## src/rtl/drt_pkg.sv

```systemverilog
// shared types, codes and defaults for the distance vector route table
`default_nettype none
package drt_pkg;

  // default parameter values
  localparam int DEF_TABLE_DEPTH = 32;
  localparam int DEF_ADDR_BITS   = 16;
  localparam int DEF_DELAY_BITS  = 16;

  // fixed port field widths
  localparam int KIND_W  = 2;
  localparam int ADDR_W  = 16;
  localparam int DELAY_W = 16;
  localparam int RKIND_W = 2;

  // input item kinds
  localparam logic [KIND_W-1:0] KIND_LOOKUP = 2'd0;
  localparam logic [KIND_W-1:0] KIND_HEADER = 2'd1;
  localparam logic [KIND_W-1:0] KIND_ENTRY  = 2'd2;

  // result kinds
  localparam logic [RKIND_W-1:0] RES_FOUND    = 2'd0;
  localparam logic [RKIND_W-1:0] RES_NO_ROUTE = 2'd1;
  localparam logic [RKIND_W-1:0] RES_ACK      = 2'd2;

  // controller to datapath commands
  typedef struct packed {
    logic load;
    logic scan_en;
    logic commit;
  } drt_cmd_t;

  // datapath to controller status
  typedef struct packed {
    logic done;
    logic respond;
  } drt_stat_t;

endpackage
`default_nettype wire

```

## src/rtl/distance_vector_route_table_top.sv

```systemverilog
// Distance vector route table, top level.
// Input channel (in_valid/in_ready): one transaction is a lookup, a routing
// packet header or a routing packet entry. Output channel (out_valid/
// out_ready): route found, no route, or packet acknowledge on the last item
// of a routing packet. cfg_we/cfg_wdata write this router's own address.
// Each transaction is loaded, then the route memory is scanned linearly at
// one entry per cycle through a registered read, then the transaction is
// committed; the scan stops early on a match. The single read port of the
// route memory sets this rate; a new transaction is accepted in the cycle
// after the commit.
// A result sits in the output register until taken; the block accepts the
// next transaction meanwhile and only holds at commit if that transaction
// also has a result and the output register is still full.
// Synchronous active low reset empties the table (route count zero), clears
// the packet gateway, link delay, dropped flag and own address; the route
// memory itself is not cleared and needs no clearing pass.
`default_nettype none
module distance_vector_route_table_top
  import drt_pkg::*;
#(
  parameter int TABLE_DEPTH = DEF_TABLE_DEPTH,
  parameter int ADDR_BITS   = DEF_ADDR_BITS,
  parameter int DELAY_BITS  = DEF_DELAY_BITS
) (
  input  wire logic               clk,
  input  wire logic               rst_n,
  input  wire logic               cfg_we,
  input  wire logic [ADDR_W-1:0]  cfg_wdata,
  input  wire logic               in_valid,
  output logic                    in_ready,
  input  wire logic [KIND_W-1:0]  in_kind,
  input  wire logic [ADDR_W-1:0]  in_address,
  input  wire logic [DELAY_W-1:0] in_delay_value,
  input  wire logic               in_last_entry,
  output logic                    out_valid,
  input  wire logic               out_ready,
  output logic [RKIND_W-1:0]      out_result_kind,
  output logic [ADDR_W-1:0]       out_gateway,
  output logic [DELAY_W-1:0]      out_route_delay,
  output logic                    out_table_full_dropped
);

  drt_cmd_t  cmd;
  drt_stat_t st;

  // controller
  drt_ctrl u_ctrl (
    .clk       (clk),
    .rst_n     (rst_n),
    .in_valid  (in_valid),
    .in_ready  (in_ready),
    .out_valid (out_valid),
    .out_ready (out_ready),
    .st        (st),
    .cmd       (cmd)
  );

  // datapath
  drt_datapath #(
    .TABLE_DEPTH (TABLE_DEPTH),
    .ADDR_BITS   (ADDR_BITS),
    .DELAY_BITS  (DELAY_BITS)
  ) u_datapath (
    .clk                    (clk),
    .rst_n                  (rst_n),
    .cfg_we                 (cfg_we),
    .cfg_wdata              (cfg_wdata),
    .in_kind                (in_kind),
    .in_address             (in_address),
    .in_delay_value         (in_delay_value),
    .in_last_entry          (in_last_entry),
    .cmd                    (cmd),
    .st                     (st),
    .out_result_kind        (out_result_kind),
    .out_gateway            (out_gateway),
    .out_route_delay        (out_route_delay),
    .out_table_full_dropped (out_table_full_dropped)
  );

`ifndef ASSERT_OFF
  // a result is never loaded over one that is still waiting
  a_no_overwrite: assert property (@(posedge clk) disable iff (!rst_n)
    (cmd.commit && st.respond) |-> !(out_valid && !out_ready))
    else $error("result register overwritten");

  // commit only once the scan has finished
  a_commit_done: assert property (@(posedge clk) disable iff (!rst_n)
    cmd.commit |-> st.done)
    else $error("commit before scan finished");

  // an accepted transaction makes the block busy in the next cycle
  a_busy_after_accept: assert property (@(posedge clk) disable iff (!rst_n)
    (in_valid && in_ready) |=> !in_ready)
    else $error("ready while a transaction is in flight");
`endif

endmodule
`default_nettype wire

```

## src/rtl/drt_datapath.sv

```systemverilog
// route memory, table scan, route update and result register
`default_nettype none
module drt_datapath
  import drt_pkg::*;
#(
  parameter int TABLE_DEPTH = DEF_TABLE_DEPTH,
  parameter int ADDR_BITS   = DEF_ADDR_BITS,
  parameter int DELAY_BITS  = DEF_DELAY_BITS
) (
  input  wire logic               clk,
  input  wire logic               rst_n,
  input  wire logic               cfg_we,
  input  wire logic [ADDR_W-1:0]  cfg_wdata,
  input  wire logic [KIND_W-1:0]  in_kind,
  input  wire logic [ADDR_W-1:0]  in_address,
  input  wire logic [DELAY_W-1:0] in_delay_value,
  input  wire logic               in_last_entry,
  input  wire drt_cmd_t           cmd,
  output drt_stat_t               st,
  output logic [RKIND_W-1:0]      out_result_kind,
  output logic [ADDR_W-1:0]       out_gateway,
  output logic [DELAY_W-1:0]      out_route_delay,
  output logic                    out_table_full_dropped
);

  localparam int IDX_W = $clog2(TABLE_DEPTH);
  localparam int CNT_W = $clog2(TABLE_DEPTH + 1);
  localparam logic [CNT_W-1:0] DEPTH_CNT = CNT_W'(TABLE_DEPTH);

  // route memories, contents undefined until written
  logic [ADDR_BITS-1:0]  dest_mem [TABLE_DEPTH];
  logic [ADDR_BITS-1:0]  gw_mem   [TABLE_DEPTH];
  logic [DELAY_BITS-1:0] cost_mem [TABLE_DEPTH];

  // control and packet state
  logic [ADDR_W-1:0]     own_addr_r;
  logic [CNT_W-1:0]      count_r, count_nxt;
  logic [ADDR_BITS-1:0]  pkt_gw_r, pkt_gw_nxt;
  logic [DELAY_BITS-1:0] pkt_delay_r, pkt_delay_nxt;
  logic                  dropped_r, dropped_nxt;

  // latched item
  logic [KIND_W-1:0]     kind_r;
  logic [ADDR_BITS-1:0]  addr_r;
  logic [DELAY_BITS-1:0] cost_r;
  logic                  last_r;
  logic                  skip_r;

  // scan pipeline
  logic [CNT_W-1:0]      rd_idx_r, rd_idx_nxt;
  logic                  rd_pend_r, rd_pend_nxt;
  logic [IDX_W-1:0]      cmp_idx_r;
  logic [ADDR_BITS-1:0]  dest_q_r;
  logic [ADDR_BITS-1:0]  gw_q_r;
  logic [DELAY_BITS-1:0] cost_q_r;

  // result register
  logic [RKIND_W-1:0]    res_kind_r;
  logic [ADDR_W-1:0]     res_gw_r;
  logic [DELAY_W-1:0]    res_delay_r;
  logic                  res_drop_r;

  logic [ADDR_BITS-1:0]  in_addr_c;
  logic [DELAY_BITS-1:0] in_dval_c;
  logic [DELAY_BITS:0]   sum_c;
  logic [DELAY_BITS-1:0] entry_cost_c;
  logic                  issue_c;
  logic                  hit_c;
  logic                  miss_c;
  logic                  is_lookup_c;
  logic                  is_offer_c;
  logic                  full_c;
  logic                  drop_eff_c;
  logic                  wr_new_c;
  logic                  wr_cost_c;

  // input fields at internal widths
  assign in_addr_c = ADDR_BITS'(in_address);
  assign in_dval_c = DELAY_BITS'(in_delay_value);

  // saturating entry delay sum
  assign sum_c        = {1'b0, pkt_delay_r} + {1'b0, in_dval_c};
  assign entry_cost_c = sum_c[DELAY_BITS] ? {DELAY_BITS{1'b1}} : sum_c[DELAY_BITS-1:0];

  // scan status
  assign issue_c = (rd_idx_r != count_r);
  assign hit_c   = rd_pend_r && (dest_q_r == addr_r);
  assign miss_c  = !rd_pend_r && !issue_c;

  assign is_lookup_c = (kind_r == KIND_LOOKUP);
  assign is_offer_c  = ((kind_r == KIND_HEADER) || (kind_r == KIND_ENTRY)) && !skip_r;
  assign full_c      = (count_r == DEPTH_CNT);
  assign drop_eff_c  = dropped_r || (is_offer_c && !hit_c && full_c);
  assign wr_new_c    = cmd.commit && is_offer_c && !hit_c && !full_c;
  assign wr_cost_c   = cmd.commit && is_offer_c && hit_c && (cost_r < cost_q_r);

  // scan status: skipped items need no table search; a result is due for lookups and last packet items
  always_comb begin
    st.done    = skip_r || hit_c || miss_c;
    st.respond = is_lookup_c ||
                 (last_r && ((kind_r == KIND_HEADER) || (kind_r == KIND_ENTRY)));
  end

  // next state of control registers
  always_comb begin
    count_nxt     = count_r;
    pkt_gw_nxt    = pkt_gw_r;
    pkt_delay_nxt = pkt_delay_r;
    dropped_nxt   = dropped_r;
    rd_idx_nxt    = rd_idx_r;
    rd_pend_nxt   = rd_pend_r;
    if (cmd.load) begin
      rd_idx_nxt  = '0;
      rd_pend_nxt = 1'b0;
      if (in_kind == KIND_HEADER) begin
        pkt_gw_nxt    = in_addr_c;
        pkt_delay_nxt = in_dval_c;
        dropped_nxt   = 1'b0;
      end
    end else if (cmd.scan_en) begin
      rd_pend_nxt = issue_c;
      if (issue_c) begin
        rd_idx_nxt = rd_idx_r + 1'b1;
      end
    end else if (cmd.commit) begin
      dropped_nxt = drop_eff_c;
      if (wr_new_c) begin
        count_nxt = count_r + 1'b1;
      end
    end
  end

  // control registers
  always_ff @(posedge clk) begin
    if (!rst_n) begin
      own_addr_r  <= '0;
      count_r     <= '0;
      pkt_gw_r    <= '0;
      pkt_delay_r <= '0;
      dropped_r   <= 1'b0;
      rd_idx_r    <= '0;
      rd_pend_r   <= 1'b0;
    end else begin
      if (cfg_we) begin
        own_addr_r <= cfg_wdata;
      end
      count_r     <= count_nxt;
      pkt_gw_r    <= pkt_gw_nxt;
      pkt_delay_r <= pkt_delay_nxt;
      dropped_r   <= dropped_nxt;
      rd_idx_r    <= rd_idx_nxt;
      rd_pend_r   <= rd_pend_nxt;
    end
  end

  // latch the accepted transaction
  always_ff @(posedge clk) begin
    if (cmd.load) begin
      kind_r <= in_kind;
      addr_r <= in_addr_c;
      last_r <= in_last_entry;
      cost_r <= (in_kind == KIND_HEADER) ? in_dval_c : entry_cost_c;
      skip_r <= ((in_kind == KIND_ENTRY) && (in_addr_c == ADDR_BITS'(own_addr_r))) ||
                ((in_kind != KIND_LOOKUP) && (in_kind != KIND_HEADER) &&
                 (in_kind != KIND_ENTRY));
    end
  end

  // memory read, one entry per scan cycle
  always_ff @(posedge clk) begin
    if (cmd.scan_en && issue_c) begin
      dest_q_r  <= dest_mem[rd_idx_r[IDX_W-1:0]];
      gw_q_r    <= gw_mem[rd_idx_r[IDX_W-1:0]];
      cost_q_r  <= cost_mem[rd_idx_r[IDX_W-1:0]];
      cmp_idx_r <= rd_idx_r[IDX_W-1:0];
    end
  end

  // memory write: new route at the fill point, or a lowered delay
  always_ff @(posedge clk) begin
    if (wr_new_c) begin
      dest_mem[count_r[IDX_W-1:0]] <= addr_r;
      gw_mem[count_r[IDX_W-1:0]]   <= pkt_gw_r;
      cost_mem[count_r[IDX_W-1:0]] <= cost_r;
    end else if (wr_cost_c) begin
      cost_mem[cmp_idx_r] <= cost_r;
    end
  end

  // result register
  always_ff @(posedge clk) begin
    if (cmd.commit && st.respond) begin
      if (is_lookup_c) begin
        res_drop_r <= 1'b0;
        if (hit_c) begin
          res_kind_r  <= RES_FOUND;
          res_gw_r    <= ADDR_W'(gw_q_r);
          res_delay_r <= DELAY_W'(cost_q_r);
        end else begin
          res_kind_r  <= RES_NO_ROUTE;
          res_gw_r    <= '0;
          res_delay_r <= '0;
        end
      end else begin
        res_kind_r  <= RES_ACK;
        res_gw_r    <= '0;
        res_delay_r <= '0;
        res_drop_r  <= drop_eff_c;
      end
    end
  end

  assign out_result_kind        = res_kind_r;
  assign out_gateway            = res_gw_r;
  assign out_route_delay        = res_delay_r;
  assign out_table_full_dropped = res_drop_r;

endmodule
`default_nettype wire

```

## src/rtl/drt_ctrl.sv

```systemverilog
// controller state machine: accept, scan, commit and output valid
`default_nettype none
module drt_ctrl
  import drt_pkg::*;
(
  input  wire logic      clk,
  input  wire logic      rst_n,
  input  wire logic      in_valid,
  output logic           in_ready,
  output logic           out_valid,
  input  wire logic      out_ready,
  input  wire drt_stat_t st,
  output drt_cmd_t       cmd
);

  typedef enum logic [1:0] {
    ST_IDLE = 2'b01,
    ST_SCAN = 2'b10
  } state_t;

  state_t state_r, state_nxt;
  logic   out_valid_r, out_valid_nxt;
  logic   out_busy_c;

  assign out_busy_c = out_valid_r && !out_ready;

  // next state and commands
  always_comb begin
    state_nxt   = state_r;
    cmd.load    = 1'b0;
    cmd.scan_en = 1'b0;
    cmd.commit  = 1'b0;
    in_ready    = 1'b0;
    case (state_r)
      ST_IDLE: begin
        in_ready = 1'b1;
        if (in_valid) begin
          cmd.load  = 1'b1;
          state_nxt = ST_SCAN;
        end
      end
      ST_SCAN: begin
        if (!st.done) begin
          cmd.scan_en = 1'b1;
        end else if (!(st.respond && out_busy_c)) begin
          cmd.commit = 1'b1;
          state_nxt  = ST_IDLE;
        end
      end
      default: begin
        state_nxt = ST_IDLE;
      end
    endcase
  end

  // output valid flag
  always_comb begin
    out_valid_nxt = out_valid_r && !out_ready;
    if (cmd.commit && st.respond) begin
      out_valid_nxt = 1'b1;
    end
  end

  always_ff @(posedge clk) begin
    if (!rst_n) begin
      state_r     <= ST_IDLE;
      out_valid_r <= 1'b0;
    end else begin
      state_r     <= state_nxt;
      out_valid_r <= out_valid_nxt;
    end
  end

  assign out_valid = out_valid_r;

endmodule
`default_nettype wire

```

## config.mk

```make
export PLATFORM = sky130hd
export DESIGN_NAME = distance_vector_route_table_top
export DESIGN_NICKNAME = d
export VERILOG_FILES = /design/src/rtl/drt_pkg.sv /design/src/rtl/distance_vector_route_table_top.sv /design/src/rtl/drt_datapath.sv /design/src/rtl/drt_ctrl.sv
export SDC_FILE = /design/constraint.sdc
export NUM_CORES = 2
export LEC_CHECK = 0
export BUFFER_PORTS_ARGS = -buffer_cell sky130_fd_sc_hd__buf_2
export CAP_MARGIN = 20
export CELL_PAD_IN_SITES_DETAIL_PLACEMENT = 1
export CELL_PAD_IN_SITES_GLOBAL_PLACEMENT = 1
export CORE_ASPECT_RATIO = 1.2
export CORE_MARGIN = 2
export CORE_UTILIZATION = 50
export DETAILED_ROUTE_END_ITERATION = 6
export PLACE_DENSITY = 0.78
export SETUP_SLACK_MARGIN = 0.5
export SLEW_MARGIN = 20
export SYNTH_ARGS = -nofsm -noshare
export SYNTH_HDL_FRONTEND = slang
export SYNTH_SLANG_ARGS = --single-unit
```

## constraint.sdc

```tcl
create_clock -name clk -period 9.4 [get_ports clk]
set_input_delay 1.88 -clock clk [delete_from_list [all_inputs] [get_ports clk]]
set_output_delay 1.88 -clock clk [all_outputs]
set_load 0.01 [all_outputs]
```

Yosys cells after proc, flatten, opt, wreduce, memory -nomap -nowiden
Memories as Yosys holds them, arrays and structs flattened. A register that Yosys moved wholly into a read port is not among the register bits.
Cells that the tools add are included.
W data, S select, Z words.
{"block": "word_totals", "reg_bits": 141, "mem_bits_rw": 1536, "in_bits": 56, "output_inout_bits": 37, "elab_cells": 114, "memories": 3}
{"memory": "u_datapath.cost_mem", "depth": 32, "word_bits": 16, "rd": 1, "rd_ports_with_merged_regs": 1, "write_ports": 1, "line": "drt_datapath.sv:33", "source": "logic [DELAY_BITS-1:0] cost_mem [TABLE_DEPTH];"}
{"memory": "u_datapath.dest_mem", "depth": 32, "word_bits": 16, "rd": 1, "rd_ports_with_merged_regs": 1, "write_ports": 1, "line": "drt_datapath.sv:31", "source": "logic [ADDR_BITS-1:0] dest_mem [TABLE_DEPTH];"}
{"memory": "u_datapath.gw_mem", "depth": 32, "word_bits": 16, "rd": 1, "rd_ports_with_merged_regs": 1, "write_ports": 1, "line": "drt_datapath.sv:32", "source": "logic [ADDR_BITS-1:0] gw_mem [TABLE_DEPTH];"}
{"block": "classes", "add_sub_neg": 3, "n_lt_le_gt_ge": 1, "n_eq_ne": 17, "n_mux": 27, "n_bitwise": 3, "n_reduce_logical": 41}
{"op": "$mux W16", "n": 3}
{"op": "$eq A16 B16 Y1", "n": 2}
{"op": "$logic_and A1 B1 Y1", "n": 18}
{"op": "$mux W1", "n": 18}
{"op": "$add A16 B16 Y17", "n": 1}
{"op": "$lt A16 B16 Y1", "n": 1}
{"op": "$reduce_or A16 Y1", "n": 1}
{"op": "$add A6 B1 Y6 const B", "n": 2}
{"op": "$mux W2", "n": 4}
{"op": "$ne A2 B2 Y1 const B", "n": 4}
{"op": "$eq A2 B1 Y1 const B", "n": 3}
{"op": "$eq A2 B2 Y1 const B", "n": 3}
{"op": "$eq A6 B6 Y1 const B", "n": 1}
{"op": "$logic_not A1 Y1", "n": 6}
{"op": "$logic_or A1 B1 Y1", "n": 6}
{"op": "$ne A2 B1 Y1 const B", "n": 3}
{"op": "$ne A6 B6 Y1", "n": 1}
{"op": "$reduce_and A2 Y1", "n": 3}
{"op": "$reduce_and A3 Y1", "n": 2}
{"op": "$mux W5", "n": 1}
{"op": "$pmux W2 S2", "n": 1}
{"op": "$reduce_and A4 Y1", "n": 1}
{"op": "$reduce_bool A2 Y1", "n": 2}
{"op": "$not A1 Y1", "n": 3}
{"op": "other kinds (2)", "n": 2}

Depth between registers and ports, before layout
{"block": "logic_depth", "ltp_word": 16, "mapped_depth": 11, "depth_no_buf": 10}

Cells and area by module
Synthesis repeated with hierarchy kept, for this count alone.
{"block": "hier_totals", "hier_cells": 3031, "area_unflattened_um2": 67290.8}
{"module": "drt_datapath", "n_inst": 1, "cells_per_inst": 3015, "area_each_um2": 67116.9, "seq_area_each_um2": 51089.0}
{"module": "drt_ctrl", "n_inst": 1, "cells_per_inst": 16, "area_each_um2": 173.9, "seq_area_each_um2": 60.1}

Least setup slack after synthesis
OpenSTA, ideal clock, no wires.
{"block": "synth_timing", "path_kind": "input to register", "from": "input port out_ready", "to": "memory u_datapath.dest_mem[11][0] (netlist bit), enable pin", "setup_ns": 0.421, "arrival_time_ns": 4.349, "required_ns": 8.979, "path_slack_ns": 4.629, "stages": 7, "path_buffers": 1, "path_cell_list": "nand2b_1 > o21ai_0 > or2_2 > a211oi_2 > buf_4 > nand2_1 > nor2_1"}
{"block": "synth_between", "elab_chain_len": 11}
{"item": "from (decl)", "line": "distance_vector_route_table_top.sv:36", "source": "input wire logic out_ready,"}
{"item": "$logic_not A1 Y1", "line": "drt_ctrl.sv:25", "source": "assign out_busy_c = out_valid_r && !out_ready;"}
{"item": "$logic_and A1 B1 Y1", "line": "drt_ctrl.sv:25"}
{"item": "$logic_and A1 B1 Y1", "line": "drt_ctrl.sv:45", "source": "end else if (!(st.respond && out_busy_c)) begin"}
{"item": "$mux W1", "line": "drt_ctrl.sv:45"}
{"item": "$mux W1", "line": "drt_ctrl.sv:43", "source": "if (!st.done) begin"}
{"item": "$mux W2", "line": "drt_ctrl.sv:34", "source": "case (state_r)"}
{"item": "$logic_and A1 B1 Y1 (3 in a row)", "line": "drt_datapath.sv:94", "source": "assign wr_new_c = cmd.commit && is_offer_c && !hit_c && !full_c;"}
{"item": "$mux W1", "line": "drt_datapath.sv:181", "source": "if (wr_new_c) begin"}
{"item": "$mux W1 (not written as such)", "line": "drt_datapath.sv:182", "source": "dest_mem[count_r[IDX_W-1:0]] <= addr_r;"}
{"item": "to (decl)", "line": "drt_datapath.sv:31"}
No other way between the ends.

Worst setup path in the final report
{"block": "layout_timing", "from": "input port out_ready", "to": "memory u_datapath.gw_mem[4][2] (netlist bit), enable pin"}
{"block": "layout_between", "elab_chain_len": 11}
{"item": "$logic_not A1 Y1", "line": "drt_ctrl.sv:25"}
{"item": "$logic_and A1 B1 Y1", "line": "drt_ctrl.sv:25"}
{"item": "$logic_and A1 B1 Y1", "line": "drt_ctrl.sv:45"}
{"item": "$mux W1", "line": "drt_ctrl.sv:45"}
{"item": "$mux W1", "line": "drt_ctrl.sv:43"}
{"item": "$mux W2", "line": "drt_ctrl.sv:34"}
{"item": "$logic_and A1 B1 Y1 (3 in a row)", "line": "drt_datapath.sv:94"}
{"item": "$mux W1", "line": "drt_datapath.sv:181"}
{"item": "$mux W1 (not written as such)", "line": "drt_datapath.sv:183", "source": "gw_mem[count_r[IDX_W-1:0]] <= pkt_gw_r;"}
{"item": "to (decl)", "line": "drt_datapath.sv:32"}
No other way between the ends.

==> run metrics <==
status=finished clean; Max H-tree Level=4; ys flop type=edfxtp_1; CTS Sinks=roughly 1700; Worst-Skew Late Latency=810 ps; post-route ant nets=0; IO Count=between 90 and 100; sequential element share of the synthesized area=~76%; via count=~33000; GR Util met1=35.6%; I/O Buffers=slightly above 90; CTS root buffer=clkbuf_16; Routability Congestion=0.851; Post-Syn Nets=approximately 3100; worst vdd ir=around 0.15 mV; RSZ-0062 raised after global routing=no; Mean Syn Cell Area=22.1 um2; EDFF count, synth=around 1700; PostCTS Resize Cnt=0; postcts setup bufs=0; kind of end point of the critical path=register; Tmin final=5260 ps; Reg clk slew, reported paths=around 60 ps; Yosys warnings=0; TritonCTS buffer count=171; maximum net fanout on the critical path=32; Req. time, crit path=slightly below 10000 ps; Max-cap violations=0; first-pass GRT wire length=between 200000 and 300000 um; row cnt=around 150; die footprint=roughly 140000 um2; drt via density=between 6 and 7; Worst Tran Pin Value=around 1200 ps; initial DRC count=roughly 3800; startpoint types=primary input; most frequent cells in the layout=edfxtp_1, mux4_2, clkbuf_16; vias in the first global route=34500; Post-synth ARST share=0%; GR peak layer=met2; Final Skew=around 36 ps; Die Span Y=406 um; Hold Vio Cnt, Final=0; drt wl/cell=34.0 um; Pleak=0.0239 uW; Worst Setup Path Type=in2reg; Post-Synthesis Cells=3038; total gr overflow=0; share of cells above drive strength 1=30.5%; final wirelength=approximately 180000 um; Net count, final=~3300; Worst Path Arrival=between 5000 and 6000 ps; met2 usage in global routing=41.8%; drt first pass iters=6; setup_tns=0 ps; Hold Slack=~480 ps; Slew headroom=between 20 and 25%; Slew Viols, Final=0; core area=approximately 130000 um2; Synth Register Bits=between 1500 and 2000; max frequency=roughly 0.19 GHz; die width=~340 um; Initial Util=roughly 50%; Power Density=205 nW/um2; GRT Overall Usage=between 20% and 30%; hold buffer count at cts=0; initial antenna violation count=11; # fillers=approximately 11000; CTS tree=done; post-detail-place hpwl=105000 um; Synth Cell Area=about 67000 um2; largest net degree at the start of global routing=between 100 and 150; Synth cell types=between 60 and 70; most common cell after layout, fill and taps aside=edfxtp_1; Max Root-Sink Buffers=3; remaining routing DRC violations=0; met3 Track Usage GR=about 3.9%; hold crit path type=reg2reg; Area growth, synth to finish=13.0%; Final Cycle Share=about 56%; final setup violation count=0
## flip-flops by register name (all words and copies together), names as in the netlist, 2 cells and up
| name | count |
|---|---|
| u_datapath.rd_idx_r | 6 |
| u_datapath.dest_q_r | 16 |
| u_ctrl.state_r | 2 |
| u_datapath.gw_mem | 512 |
| u_datapath.out_result_kind | 2 |
| u_datapath.cmp_idx_r | 5 |
| u_datapath.kind_r | 2 |
| u_datapath.out_gateway | 16 |
| u_datapath.count_r | 6 |
| u_datapath.own_addr_r | 16 |
| u_datapath.cost_mem | 512 |
| u_datapath.pkt_delay_r | 16 |
| u_datapath.addr_r | 16 |
| u_datapath.dest_mem | 512 |
| u_datapath.cost_q_r | 16 |
| u_datapath.out_route_delay | 16 |
| u_datapath.cost_r | 16 |
| u_datapath.gw_q_r | 16 |
| u_datapath.pkt_gw_r | 16 |
## worst paths after layout
kind / start / endpoint / slack (ps) / depth (start not counted)
hold / removal: u_datapath.pkt_gw_r[6] / u_datapath.pkt_gw_r[6] / 480 / 2
hold reg to reg: u_datapath.pkt_gw_r[6] / u_datapath.pkt_gw_r[6] / 480 / 2
setup / recovery: out_ready / u_datapath.gw_mem[4][2] / 4140 / 7
setup reg to reg: u_datapath.rd_idx_r[4] / u_datapath.gw_mem[4][2] / 4380 / 6
## kinds of logic (layout without fill, tap and decap cells)
logic type	after synthesis	after routing	synth area share, %
buffers and inverters	194	535	1.20
DFF	1725	1725	76.1
AOI/OAI and AO/OA	161	161	1.78
other	0	5	0
adders and majority gates	38	38	0.719
xor gates and xnor gates	50	50	0.652
muxes	548	548	17.2
and+or+nand+nor	322	322	2.32
## cell usage after synthesis, drive strengths merged, types with 7 or more instances
cell type / count / share of area, %
edfxtp: 1660 / 74
mux4: 480 / 16
nand2: 122 / 0.68
clkbuf: 86 / 0.48
dfxtp: 65 / 1.9
buf: 63 / 0.47
nor2: 62 / 0.35
mux2: 49 / 0.82
xnor2: 48 / 0.63
a21oi: 44 / 0.34
inv: 44 / 0.25
a21boi: 38 / 0.44
ha: 37 / 0.69
and2: 25 / 0.23
nor3: 25 / 0.19
nor2b: 22 / 0.20
mux2i: 19 / 0.28
o21ai: 16 / 0.12
nand4: 14 / 0.13
o22a: 14 / 0.18
and3: 10 / 0.093
nand2b: 10 / 0.10
o32ai: 9 / 0.21
a21o: 8 / 0.089
nand3: 8 / 0.067
o21a: 8 / 0.089
a211oi: 7 / 0.086
nor4: 7 / 0.088
or3: 7 / 0.065
## area by class of cell
cell class	instances	area [um2]	share of cell area, %
flip-flops and latches	1725	51200	67.4
multi-input cells	1119	15600	20.6
clock buffers	217	4540	5.98
well taps	1788	2240	2.95
repair buffers	174	1170	1.54
clock inverters	99	963	1.27
inverters	45	174	0.229
diodes	5	12.5	0.0165
## metal layers
metal | vias to the layer above | share of wire (%)
li1 | 13100 | -
met1 | 17700 | 38
met2 | 1885 | 49
met3 | 303 | 8.2
met4 | 2 | 4.4
met5 | - | 0.0085
## per-stage QoR
step	setup slack (ps)	cell area, um2	util [%]	total power [uW]	cells
finish	4140	75900	56.8	15600	5172
global placement	3670	70200	52.6	8920	4846
CTS	4280	75700	56.7	15600	5162
detailed placement	3460	70200	52.6	8950	4846
floorplan	4630	67200	-	8770	3038
global route	4140	75900	56.8	15900	5169
## power breakdown
| part | switching, uW | internal [uW] | total (uW) |
|---|---|---|---|
| Sequential | 20.4 | 8450 | 8470 |
| Clock | 2940 | 3850 | 6780 |
| Combinational | 245 | 72.0 | 317 |
| Total | 3200 | 12400 | 15600 |
## critical path, stage by stage
cell and delay [ps]:
buf_2 70, nand2b_1 230, o21ai_0 270, or2_2 370, a211oi_2 790, nand2_1 890
nor2_4 1130
Note: power is estimated with default switching activity, not from simulation.
